$ cat config.mk
export PLATFORM = sky130hd
export DESIGN_NAME = som_prototype_node_unit
export DESIGN_NICKNAME = d
export VERILOG_FILES = /design/src/sv/som_pkg.sv /design/src/sv/som_front.sv /design/src/sv/som_queue.sv /design/src/sv/som_isqrt.sv /design/src/sv/som_back.sv /design/src/sv/som_prototype_node_unit.sv
export SDC_FILE = /design/constraint.sdc
export NUM_CORES = 2
export LEC_CHECK = 0
export BUFFER_PORTS_ARGS = -buffer_cell sky130_fd_sc_hd__buf_2
export CORE_UTILIZATION = 40
export DETAILED_ROUTE_END_ITERATION = 10
export PLACE_DENSITY = 0.55
export REMOVE_ABC_BUFFERS = 1
export SKIP_CTS_REPAIR_TIMING = 1
export SYNTH_ARGS = -nofsm -noshare
export SYNTH_HDL_FRONTEND = slang
export SYNTH_SLANG_ARGS = --single-unit
export TNS_END_PERCENT = 100
$ cat constraint.sdc
create_clock -name clock -period 8.1 [get_ports clock]
set_input_delay 1.62 -clock clock [delete_from_list [all_inputs] [get_ports clock]]
set_output_delay 1.62 -clock clock [all_outputs]
set_load 0.02 [all_outputs]
$ cat src/sv/som_pkg.sv
`timescale 1ns / 1ps

package som_pkg;

   // Sizes of the request and result fields.
   localparam int MAX_DIM_DEF  = 64;
   localparam int ELEMENT_BITS = 16;
   localparam int INDEX_BITS   = 6;
   localparam int VLEN_BITS    = 7;
   localparam int WEIGHT_BITS  = 17;
   localparam int DIST_BITS    = 19;
   localparam int COUNT_BITS   = 32;

   // Internal arithmetic widths.
   localparam int DIFF_BITS    = ELEMENT_BITS + 1;
   localparam int OPND_BITS    = DIFF_BITS + 1;
   localparam int PROD_BITS    = 2 * OPND_BITS;
   localparam int SQ_BITS      = 2 * ELEMENT_BITS + 1;
   localparam int SUM_BITS     = 40;
   localparam int ROOT_BITS    = SUM_BITS / 2;
   localparam int STEP_BITS    = PROD_BITS - 16;

   localparam logic [VLEN_BITS-1:0]   VLEN_RESET = 7'd64;
   localparam logic [WEIGHT_BITS-1:0] WEIGHT_ONE = 17'h10000;

   // Depth of the queue between front end and back end.
   localparam int QUEUE_DEPTH  = 2;

   typedef enum logic [1:0] {
      CMD_LOAD   = 2'd0,
      CMD_DIST   = 2'd1,
      CMD_UPDATE = 2'd2,
      CMD_COUNT  = 2'd3
   } som_cmd_type;

   typedef enum logic {
      KIND_DIST  = 1'b0,
      KIND_COUNT = 1'b1
   } som_kind_type;

   typedef struct packed {
      logic [1:0]                     command;
      logic [INDEX_BITS-1:0]          element_index;
      logic signed [ELEMENT_BITS-1:0] element_value;
      logic [WEIGHT_BITS-1:0]         weight;
      logic                           last;
   } som_req_type;

   typedef struct packed {
      logic                  kind;
      logic [DIST_BITS-1:0]  distance;
      logic [COUNT_BITS-1:0] match_count;
   } som_rsp_type;

   // A classified request as it waits in the queue.
   typedef struct packed {
      som_cmd_type                    command;
      logic [INDEX_BITS-1:0]          index;
      logic                           in_use;
      logic signed [ELEMENT_BITS-1:0] value;
      logic [WEIGHT_BITS-1:0]         weight;
      logic                           last;
   } som_op_type;

endpackage

$ cat src/sv/som_front.sv
`timescale 1ns / 1ps

module som_front #(
   parameter int MAX_DIM = som_pkg::MAX_DIM_DEF
) (
   input  logic                            clock,
   input  logic                            reset,
   input  logic                            csr_wr_en,
   input  logic [som_pkg::VLEN_BITS-1:0]   csr_wr_data,
   input  logic                            push,
   input  som_pkg::som_req_type            req_data,
   input  logic                            q_full,
   output logic                            q_push,
   output som_pkg::som_op_type             op
);

   logic [som_pkg::VLEN_BITS-1:0] vlen_ff;
   logic                          idx_below_len;
   logic                          idx_below_dim;

   // Vector length register.
   always_ff @(posedge clock) begin
      if (reset) begin
         vlen_ff <= som_pkg::VLEN_RESET;
      end else if (csr_wr_en) begin
         vlen_ff <= csr_wr_data;
      end
   end

   // An index counts only below both the programmed length and the store depth.
   assign idx_below_len = {1'b0, req_data.element_index} < vlen_ff;
   assign idx_below_dim = 32'(req_data.element_index) < 32'(MAX_DIM);

   // Classify the request and clamp the weight to one.
   always_comb begin
      op.command = som_pkg::som_cmd_type'(req_data.command);
      op.index   = req_data.element_index;
      op.in_use  = idx_below_len && idx_below_dim;
      op.value   = req_data.element_value;
      op.weight  = (req_data.weight > som_pkg::WEIGHT_ONE) ? som_pkg::WEIGHT_ONE
                                                           : req_data.weight;
      op.last    = req_data.last;
   end

   assign q_push = push && !q_full;

endmodule

$ cat src/sv/som_queue.sv
`timescale 1ns / 1ps

module som_queue (
   input  logic                clock,
   input  logic                reset,
   input  logic                push,
   input  som_pkg::som_op_type din,
   input  logic                pop,
   output som_pkg::som_op_type dout,
   output logic                full,
   output logic                empty
);

   localparam int PTR_W = (som_pkg::QUEUE_DEPTH > 1) ? $clog2(som_pkg::QUEUE_DEPTH) : 1;
   localparam int CNT_W = $clog2(som_pkg::QUEUE_DEPTH + 1);
   localparam logic [PTR_W-1:0] LAST_PTR = PTR_W'(som_pkg::QUEUE_DEPTH - 1);
   localparam logic [CNT_W-1:0] DEPTH_CNT = CNT_W'(som_pkg::QUEUE_DEPTH);

   som_pkg::som_op_type slot_ff [som_pkg::QUEUE_DEPTH];
   logic [PTR_W-1:0]    wr_ptr_ff;
   logic [PTR_W-1:0]    rd_ptr_ff;
   logic [CNT_W-1:0]    count_ff;
   logic                do_push;
   logic                do_pop;

   assign full    = (count_ff == DEPTH_CNT);
   assign empty   = (count_ff == '0);
   assign do_push = push && !full;
   assign do_pop  = pop && !empty;
   assign dout    = slot_ff[rd_ptr_ff];

   // Entry storage.
   always_ff @(posedge clock) begin
      if (do_push) begin
         slot_ff[wr_ptr_ff] <= din;
      end
   end

   // Pointers and fill count.
   always_ff @(posedge clock) begin
      if (reset) begin
         wr_ptr_ff <= '0;
         rd_ptr_ff <= '0;
         count_ff  <= '0;
      end else begin
         if (do_push) begin
            wr_ptr_ff <= (wr_ptr_ff == LAST_PTR) ? '0 : wr_ptr_ff + 1'b1;
         end
         if (do_pop) begin
            rd_ptr_ff <= (rd_ptr_ff == LAST_PTR) ? '0 : rd_ptr_ff + 1'b1;
         end
         if (do_push && !do_pop) begin
            count_ff <= count_ff + 1'b1;
         end else if (do_pop && !do_push) begin
            count_ff <= count_ff - 1'b1;
         end
      end
   end

endmodule

$ cat src/sv/som_isqrt.sv
`timescale 1ns / 1ps

module som_isqrt (
   input  logic                            clock,
   input  logic                            reset,
   input  logic                            start,
   input  logic [som_pkg::SUM_BITS-1:0]    operand,
   output logic [som_pkg::ROOT_BITS-1:0]   root,
   output logic                            done
);

   localparam int REM_W = som_pkg::ROOT_BITS + 2;
   localparam int CNT_W = $clog2(som_pkg::ROOT_BITS);
   localparam logic [CNT_W-1:0] LAST_STEP = CNT_W'(som_pkg::ROOT_BITS - 1);

   logic [som_pkg::SUM_BITS-1:0]  rad_ff;
   logic [REM_W-1:0]              rem_ff;
   logic [som_pkg::ROOT_BITS-1:0] root_ff;
   logic [CNT_W-1:0]              cnt_ff;
   logic                          busy_ff;
   logic                          done_ff;
   logic [REM_W-1:0]              rem_sh;
   logic [REM_W-1:0]              trial;
   logic                          fits;

   // One result bit per cycle: bring down two radicand bits and try the next digit.
   assign rem_sh = {rem_ff[REM_W-3:0], rad_ff[som_pkg::SUM_BITS-1 -: 2]};
   assign trial  = {root_ff, 2'b01};
   assign fits   = rem_sh >= trial;

   always_ff @(posedge clock) begin
      if (reset) begin
         busy_ff <= 1'b0;
         done_ff <= 1'b0;
         cnt_ff  <= '0;
      end else begin
         done_ff <= 1'b0;
         if (start) begin
            busy_ff <= 1'b1;
            cnt_ff  <= '0;
         end else if (busy_ff) begin
            cnt_ff <= cnt_ff + 1'b1;
            if (cnt_ff == LAST_STEP) begin
               busy_ff <= 1'b0;
               done_ff <= 1'b1;
            end
         end
      end
   end

   // Datapath registers.
   always_ff @(posedge clock) begin
      if (start) begin
         rad_ff  <= operand;
         rem_ff  <= '0;
         root_ff <= '0;
      end else if (busy_ff) begin
         rad_ff  <= {rad_ff[som_pkg::SUM_BITS-3:0], 2'b00};
         rem_ff  <= fits ? rem_sh - trial : rem_sh;
         root_ff <= {root_ff[som_pkg::ROOT_BITS-2:0], fits};
      end
   end

   assign root = root_ff;
   assign done = done_ff;

endmodule

$ cat src/sv/som_back.sv
`timescale 1ns / 1ps

module som_back #(
   parameter int MAX_DIM = som_pkg::MAX_DIM_DEF
) (
   input  logic                 clock,
   input  logic                 reset,
   input  som_pkg::som_op_type  head,
   input  logic                 q_empty,
   output logic                 q_pop,
   output som_pkg::som_rsp_type rsp_data,
   output logic                 rsp_empty,
   input  logic                 rsp_pop
);

   localparam int AW = (MAX_DIM > 1) ? $clog2(MAX_DIM) : 1;
   localparam int EB = som_pkg::ELEMENT_BITS;

   typedef enum logic [2:0] {
      ST_IDLE,
      ST_EXEC,
      ST_ACC,
      ST_ROOT,
      ST_OUT
   } state_type;

   state_type                            state_ff, state_in;
   som_pkg::som_op_type                  op_ff, op_in;
   logic signed [som_pkg::PROD_BITS-1:0] mul_ff, mul_in;
   logic [som_pkg::SUM_BITS-1:0]         sum_ff, sum_in;
   logic [som_pkg::COUNT_BITS-1:0]       win_ff, win_in;
   som_pkg::som_rsp_type                 pend_ff, pend_in;
   som_pkg::som_rsp_type                 rsp_ff, rsp_in;
   logic                                 rsp_valid_ff, rsp_valid_in;

   logic signed [EB-1:0]                 mem [MAX_DIM];
   logic signed [EB-1:0]                 proto_ff;
   logic                                 wr_en;
   logic [AW-1:0]                        wr_addr;
   logic signed [EB-1:0]                 wr_data;

   logic signed [som_pkg::DIFF_BITS-1:0] diff;
   logic signed [som_pkg::OPND_BITS-1:0] mul_a;
   logic signed [som_pkg::OPND_BITS-1:0] mul_b;
   logic [som_pkg::SQ_BITS-1:0]          sq;
   logic [som_pkg::SUM_BITS:0]           sum_add;
   logic [som_pkg::SUM_BITS-1:0]         sum_sat;
   logic signed [som_pkg::STEP_BITS-1:0] step;
   logic signed [som_pkg::STEP_BITS-1:0] moved;
   logic                                 root_start;
   logic [som_pkg::ROOT_BITS-1:0]        root;
   logic                                 root_done;
   logic                                 out_free;

   som_isqrt u_isqrt (
      .clock   (clock),
      .reset   (reset),
      .start   (root_start),
      .operand (sum_sat),
      .root    (root),
      .done    (root_done)
   );

   // Prototype store: one write port, registered read at the queue head while idle,
   // so the element stays in place for the whole request.
   always_ff @(posedge clock) begin
      if (wr_en) begin
         mem[wr_addr] <= wr_data;
      end
      if (state_ff == ST_IDLE) begin
         proto_ff <= mem[AW'(head.index)];
      end
   end

   // Shared arithmetic: the difference feeds a square or a weighted step.
   always_comb begin
      diff  = {op_ff.value[EB-1], op_ff.value} - {proto_ff[EB-1], proto_ff};
      mul_b = {diff[som_pkg::DIFF_BITS-1], diff};
      if (op_ff.command == som_pkg::CMD_UPDATE) begin
         mul_a = signed'({1'b0, op_ff.weight});
      end else begin
         mul_a = mul_b;
      end
      sq      = op_ff.in_use ? mul_ff[som_pkg::SQ_BITS-1:0] : '0;
      sum_add = {1'b0, sum_ff} + (som_pkg::SUM_BITS + 1)'(sq);
      sum_sat = sum_add[som_pkg::SUM_BITS] ? '1 : sum_add[som_pkg::SUM_BITS-1:0];
      // Arithmetic shift by sixteen rounds the step toward minus infinity.
      step    = mul_ff[som_pkg::PROD_BITS-1:16];
      moved   = som_pkg::STEP_BITS'(proto_ff) + step;
   end

   assign out_free = !rsp_valid_ff || rsp_pop;

   // Sequencer for one request at a time.
   always_comb begin
      state_in   = state_ff;
      op_in      = op_ff;
      mul_in     = mul_ff;
      sum_in     = sum_ff;
      win_in     = win_ff;
      pend_in    = pend_ff;
      rsp_in     = rsp_ff;
      q_pop      = 1'b0;
      wr_en      = 1'b0;
      wr_addr    = AW'(head.index);
      wr_data    = head.value;
      root_start = 1'b0;
      rsp_valid_in = rsp_valid_ff && !rsp_pop;

      case (state_ff)
         ST_IDLE: begin
            if (!q_empty) begin
               q_pop = 1'b1;
               op_in = head;
               if (head.command == som_pkg::CMD_LOAD) begin
                  wr_en = head.in_use;
               end else begin
                  state_in = ST_EXEC;
               end
            end
         end
         ST_EXEC: begin
            mul_in = mul_a * mul_b;
            if (op_ff.command == som_pkg::CMD_COUNT) begin
               win_in = (win_ff == '1) ? win_ff : win_ff + 1'b1;
               pend_in.kind        = som_pkg::KIND_COUNT;
               pend_in.distance    = '0;
               pend_in.match_count = win_in;
               state_in = ST_OUT;
            end else begin
               state_in = ST_ACC;
            end
         end
         ST_ACC: begin
            if (op_ff.command == som_pkg::CMD_UPDATE) begin
               wr_en    = op_ff.in_use;
               wr_addr  = AW'(op_ff.index);
               wr_data  = moved[EB-1:0];
               state_in = ST_IDLE;
            end else if (op_ff.last) begin
               root_start = 1'b1;
               sum_in     = '0;
               state_in   = ST_ROOT;
            end else begin
               sum_in   = sum_sat;
               state_in = ST_IDLE;
            end
         end
         ST_ROOT: begin
            if (root_done) begin
               pend_in.kind        = som_pkg::KIND_DIST;
               pend_in.distance    = root[som_pkg::ROOT_BITS-1] ? '1
                                     : root[som_pkg::DIST_BITS-1:0];
               pend_in.match_count = '0;
               state_in = ST_OUT;
            end
         end
         ST_OUT: begin
            if (out_free) begin
               rsp_in       = pend_ff;
               rsp_valid_in = 1'b1;
               state_in     = ST_IDLE;
            end
         end
         default: begin
            state_in = ST_IDLE;
         end
      endcase
   end

   // State, accumulators and the result register.
   always_ff @(posedge clock) begin
      if (reset) begin
         state_ff     <= ST_IDLE;
         sum_ff       <= '0;
         win_ff       <= '0;
         rsp_valid_ff <= 1'b0;
      end else begin
         state_ff     <= state_in;
         sum_ff       <= sum_in;
         win_ff       <= win_in;
         rsp_valid_ff <= rsp_valid_in;
      end
      op_ff   <= op_in;
      mul_ff  <= mul_in;
      pend_ff <= pend_in;
      rsp_ff  <= rsp_in;
   end

   assign rsp_data  = rsp_ff;
   assign rsp_empty = !rsp_valid_ff;

endmodule

$ cat src/sv/som_prototype_node_unit.sv
`timescale 1ns / 1ps
// Channel    Ports                              Direction
// request    push, full, req_data               in
// result     empty, pop, rsp_data               out
// register   csr_wr_en, csr_wr_data             in
//
// Requests are taken into a two-entry queue; the back end runs one at a time.
// A load only writes the store; update and non-final distance elements pass execute and
// accumulate; count passes execute and output, with any wait for the result register; a
// final distance element adds the twenty steps of the square-root unit and that wait.
// Reset is synchronous and leaves the queue empty, the sum and win count zero and the length at 64.
// A held result stalls only the back end; requests still queue until full.
module som_prototype_node_unit #(
   parameter int MAX_DIM = som_pkg::MAX_DIM_DEF
) (
   input  logic                            clock,
   input  logic                            reset,
   input  logic                            csr_wr_en,
   input  logic [som_pkg::VLEN_BITS-1:0]   csr_wr_data,
   input  logic                            push,
   output logic                            full,
   input  som_pkg::som_req_type            req_data,
   output logic                            empty,
   input  logic                            pop,
   output som_pkg::som_rsp_type            rsp_data
);

   logic                q_push;
   logic                q_pop;
   logic                q_full;
   logic                q_empty;
   som_pkg::som_op_type q_din;
   som_pkg::som_op_type q_dout;

   // Front end: register port and request classification.
   som_front #(
      .MAX_DIM (MAX_DIM)
   ) u_front (
      .clock       (clock),
      .reset       (reset),
      .csr_wr_en   (csr_wr_en),
      .csr_wr_data (csr_wr_data),
      .push        (push),
      .req_data    (req_data),
      .q_full      (q_full),
      .q_push      (q_push),
      .op          (q_din)
   );

   // Queue between the two halves.
   som_queue u_queue (
      .clock (clock),
      .reset (reset),
      .push  (q_push),
      .din   (q_din),
      .pop   (q_pop),
      .dout  (q_dout),
      .full  (q_full),
      .empty (q_empty)
   );

   // Back end: prototype store, arithmetic and result register.
   som_back #(
      .MAX_DIM (MAX_DIM)
   ) u_back (
      .clock     (clock),
      .reset     (reset),
      .head      (q_dout),
      .q_empty   (q_empty),
      .q_pop     (q_pop),
      .rsp_data  (rsp_data),
      .rsp_empty (empty),
      .rsp_pop   (pop)
   );

   assign full = q_full;

endmodule

==> results.yml <==
timing:
  fin_ws_ns: -0.632
  setup_viol: 5
  hold_viol: 0
  layout_min_cycle_time_ns: 8.73
  clock.fmax_mhz: 115
  skew_ns: 0.0618
  relSlewSlack_pct: 36.0
  rsz0062_at_grt: "yes"
  worstMarginPinSlew_ns: 0.954
  report.final.slew_viol_count: 0
  fin_crit_sh_pct: 108
worst_setup_path:
  worstSetupPathType: "flip-flop to flip-flop"
  r2r_slack_ns: -0.63
  crit_arrival_ns: 9.26
  endpoint_kind: "flip-flop"
  crit_path_start_kind: "flip-flop"
  cp.buffers_inverters: 6
  crit_fanout: 5
  r2r-start: "u_back.op_ff[18]$_DFFE_PP_"
  cp_top_family: "adder cells"
  r2r_end: "u_back.mul_ff[31]$_DFFE_PN_"
  max_stage_delay_ns: 0.55
  critPathSlowestCell: "fa_1"
  crit_required_ns: 8.63
  critPathMostFrequentCell: "fa_1"
  r2r_cells: 36
synthesis:
  synth_edf_count: 1346
  async_reset_ff_share_pct: 0
  synthesis.area_um2: 73100
  ys_seq_elements: 1481
  synth_most_common_cell: "nand2_1"
  synth_largest_area_cell: "edfxtp_1"
  synthTopCellsByCount: "1,359 x nand2_1, 1,346 x edfxtp_1, 548 x nand3_1"
  yosysSeqAreaShare_pct: 59.0
  netlist.area_leader.share_pct: 55.3
  synthFlopType: "edfxtp_1"
  synth.avg_cell_area_um2: 11.5
  yosys_warnings: 0
  yosys-top-cells-area: "edfxtp_1 55%, fa_1 8.2%, nand2_1 7.0%, nand3_1 3.8%, dfxtp_1 3.7%"
  netlist_instances: 6365
  ys_types: 84
layout:
  fill_cells: 16658
  postLayoutCellArea_um2: 84300
  regArea_um2: 43100
  layout-drive-gt1-share_pct: 13.1
  final_nets: 7241
  multi_input_area_um2: 27800
  area_growth_pct: 15.3
clock_tree:
  clock_latency_ns: 0.81
  cts_root_buf: "clkbuf_16"
  cts_buffers: 159
  clockBufferDepth: 3
  cts_tree: "yes"
  path_clk_slew_ns: 0.06
  cts.sinks: 1481
  htreeDepth: 4
placement:
  placed_area_um2: 78700
  portBuffers: 107
  dp_hpwl_um: 127000
  gp_congestion: 0.928
global_routing:
  grt_pass1_wl_um: 305000
  overflow: 0
  track_usage_pct: 21.8
  grt_pass1_vias: 48428
  antenna_found_initial: 11
  grt_max_degree: 139
floorplan:
  die_x_um: 429
  initial_core_util_pct: 40.3
  fp-row-count: 156
  io_pins: 108
  coreArea_um2: 181000
  dieHeight_um: 429
  die-area_um2: 184000
worst_hold_path:
  min_from: "u_back.pend_ff[17]$_SDFFCE_PP0P_"
  holdPathStages: 0
  hold_class: "flip-flop to flip-flop"
  holdPathEnd: "u_back.rsp_data[17]$_DFFE_PP_"
routing:
  drt-pass1-iter-count: 6
  wl_per_cell_um: 22.0
  via_per_inst: 5.34
  wl_met3_um: 11300
  wl_um: 203000
  wl_met2_um: 100000
  initialDrtViolationCount: 4036
  ant_nets: 0
  routed-via-count: 49143
  drcViolationCount: 0
  met1Wirelength_um: 84900
  top_layer: "met4"
flow_run:
  max_cap_violations: 0
run_status:
  outcome: "finished, violations left"
  violations: "setup timing"
==> cells by family after synthesis <==
kind of cell	synth area share, %
xor gates and xnor gates	1.98
muxes	1.23
AOI/OAI and AO/OA	6.86
adders and majority gates	11.3
DFF	59.0
buffers and inverters	3.78
and+or+nand+nor	15.9
==> area by class of cell <==
type / instances / area share, %
Inverter: 404 / 1.82
Clock buffer: 207 / 5.07
Multi-Input combinational cell: 4151 / 33.0
Sequential cell: 1481 / 51.2
Tap cell: 2370 / 3.52
Clock inverter: 83 / 1.00
Timing Repair Buffer: 512 / 4.42
Antenna cell: 2 / 0.00594
==> worst reg2reg max path, delay by kind of cell (launching register included) <==
family          cells  cell delay (ns)
simple gates        6             0.98
compound gates     13             2.76
fa+ha+maj           9             3.66
flops               1             0.38
buf+inv             6             0.43
xor+xnor            2             0.28
==> layer usage <==
layer  up-vias  GRT usage, %
met2      1377          36.8
met4         0          7.10
met3       323          3.38
li1      22949             -
met5         -             0
met1     24494          28.6
==> placed cells by master, fill, tap and decap left out, drive strengths merged, types with 12 or more instances in the layout <==
| cell type | synthesis | routed |
|---|---|---|
| or3 | 33 | 33 |
| inv | 402 | 410 |
| mux2 | 39 | 39 |
| buf | 24 | 512 |
| a211oi | 20 | 20 |
| nor2b | 42 | 42 |
| a21o | 46 | 46 |
| and3 | 87 | 87 |
| xor2 | 63 | 63 |
| o21a | 24 | 24 |
| a311oi | 178 | 178 |
| fa | 300 | 300 |
| nand2 | 1360 | 1360 |
| o21bai | 12 | 12 |
| clkinv | 2 | 65 |
| a21oi | 195 | 195 |
| a31oi | 29 | 29 |
| nand2b | 32 | 32 |
| xnor2 | 101 | 101 |
| o31ai | 13 | 13 |
| o21ai | 179 | 179 |
| nand4 | 13 | 13 |
| mux2i | 46 | 46 |
| edfxtp | 1346 | 1346 |
| dfxtp | 135 | 135 |
| nor3 | 48 | 48 |
| nor2 | 421 | 421 |
| nand3 | 548 | 548 |
| ha | 178 | 178 |
| and2 | 60 | 60 |
| clkbuf | 305 | 207 |
==> registers in the layout (all words and copies together) (netlist names), named ones only <==
signal	count
u_back.u_isqrt.rem_ff	20
u_back.rsp_data	52
u_back.u_isqrt.rad_ff	40
u_back.u_isqrt.done	1
u_queue.count_ff	2
u_back.sum_ff	40
u_back.u_isqrt.busy_ff	1
u_queue.slot_ff	86
u_back.u_isqrt.cnt_ff	5
u_front.vlen_ff	7
u_back.pend_ff	52
u_queue.rd_ptr_ff	1
u_back.mul_ff	33
u_back.state_ff	3
u_back.proto_ff	16
u_back.win_ff	32
u_back.op_ff	43
u_back.rsp_valid_ff	1
u_back.u_isqrt.root	20
u_queue.wr_ptr_ff	1
u_back.mem	1024
==> metrics by stage <==
stage | util [%] | setup TNS (ns) | std cells | setup WS, ns | hold WS (ns)
final | 46.5 | -2.04 | 9210 | -0.632 | 0.417
after global routing | 46.5 | -5.04 | 9208 | -1.03 | 0.425
after floorplan | - | - | 6036 | -39.95 | 0.400
after detailed placement | 43.4 | -4.62 | 8903 | -0.915 | 0.405
after CTS | 46.3 | -4.81 | 9193 | -0.948 | 0.418
after global placement | 43.4 | -3.70 | 8903 | -0.846 | 0.403
==> how the worst max path moves through the flow <==
stage	from	endpoint	slack, ns	cells past startpoint
2_1_floorplan	flip-flop	u_back.proto_ff[0]$_DFFE_PP_	-39.95	9
3_3_place_gp	u_back.proto_ff[1]$_DFFE_PP_	u_back.mul_ff[31]$_DFFE_PN_	-0.85	34
6_report	u_back.op_ff[18]$_DFFE_PP_	u_back.mul_ff[31]$_DFFE_PN_	-0.63	36
5_1_grt	u_back.op_ff[18]$_DFFE_PP_	u_back.mul_ff[31]$_DFFE_PN_	-1.03	35
4_1_cts	u_back.proto_ff[1]$_DFFE_PP_	u_back.mul_ff[31]$_DFFE_PN_	-0.95	34
3_5_place_dp	u_back.proto_ff[1]$_DFFE_PP_	u_back.mul_ff[31]$_DFFE_PN_	-0.92	34
Power is not shown: default switching activity piles up to over one toggle a cycle in this logic, so the estimate is an artifact.
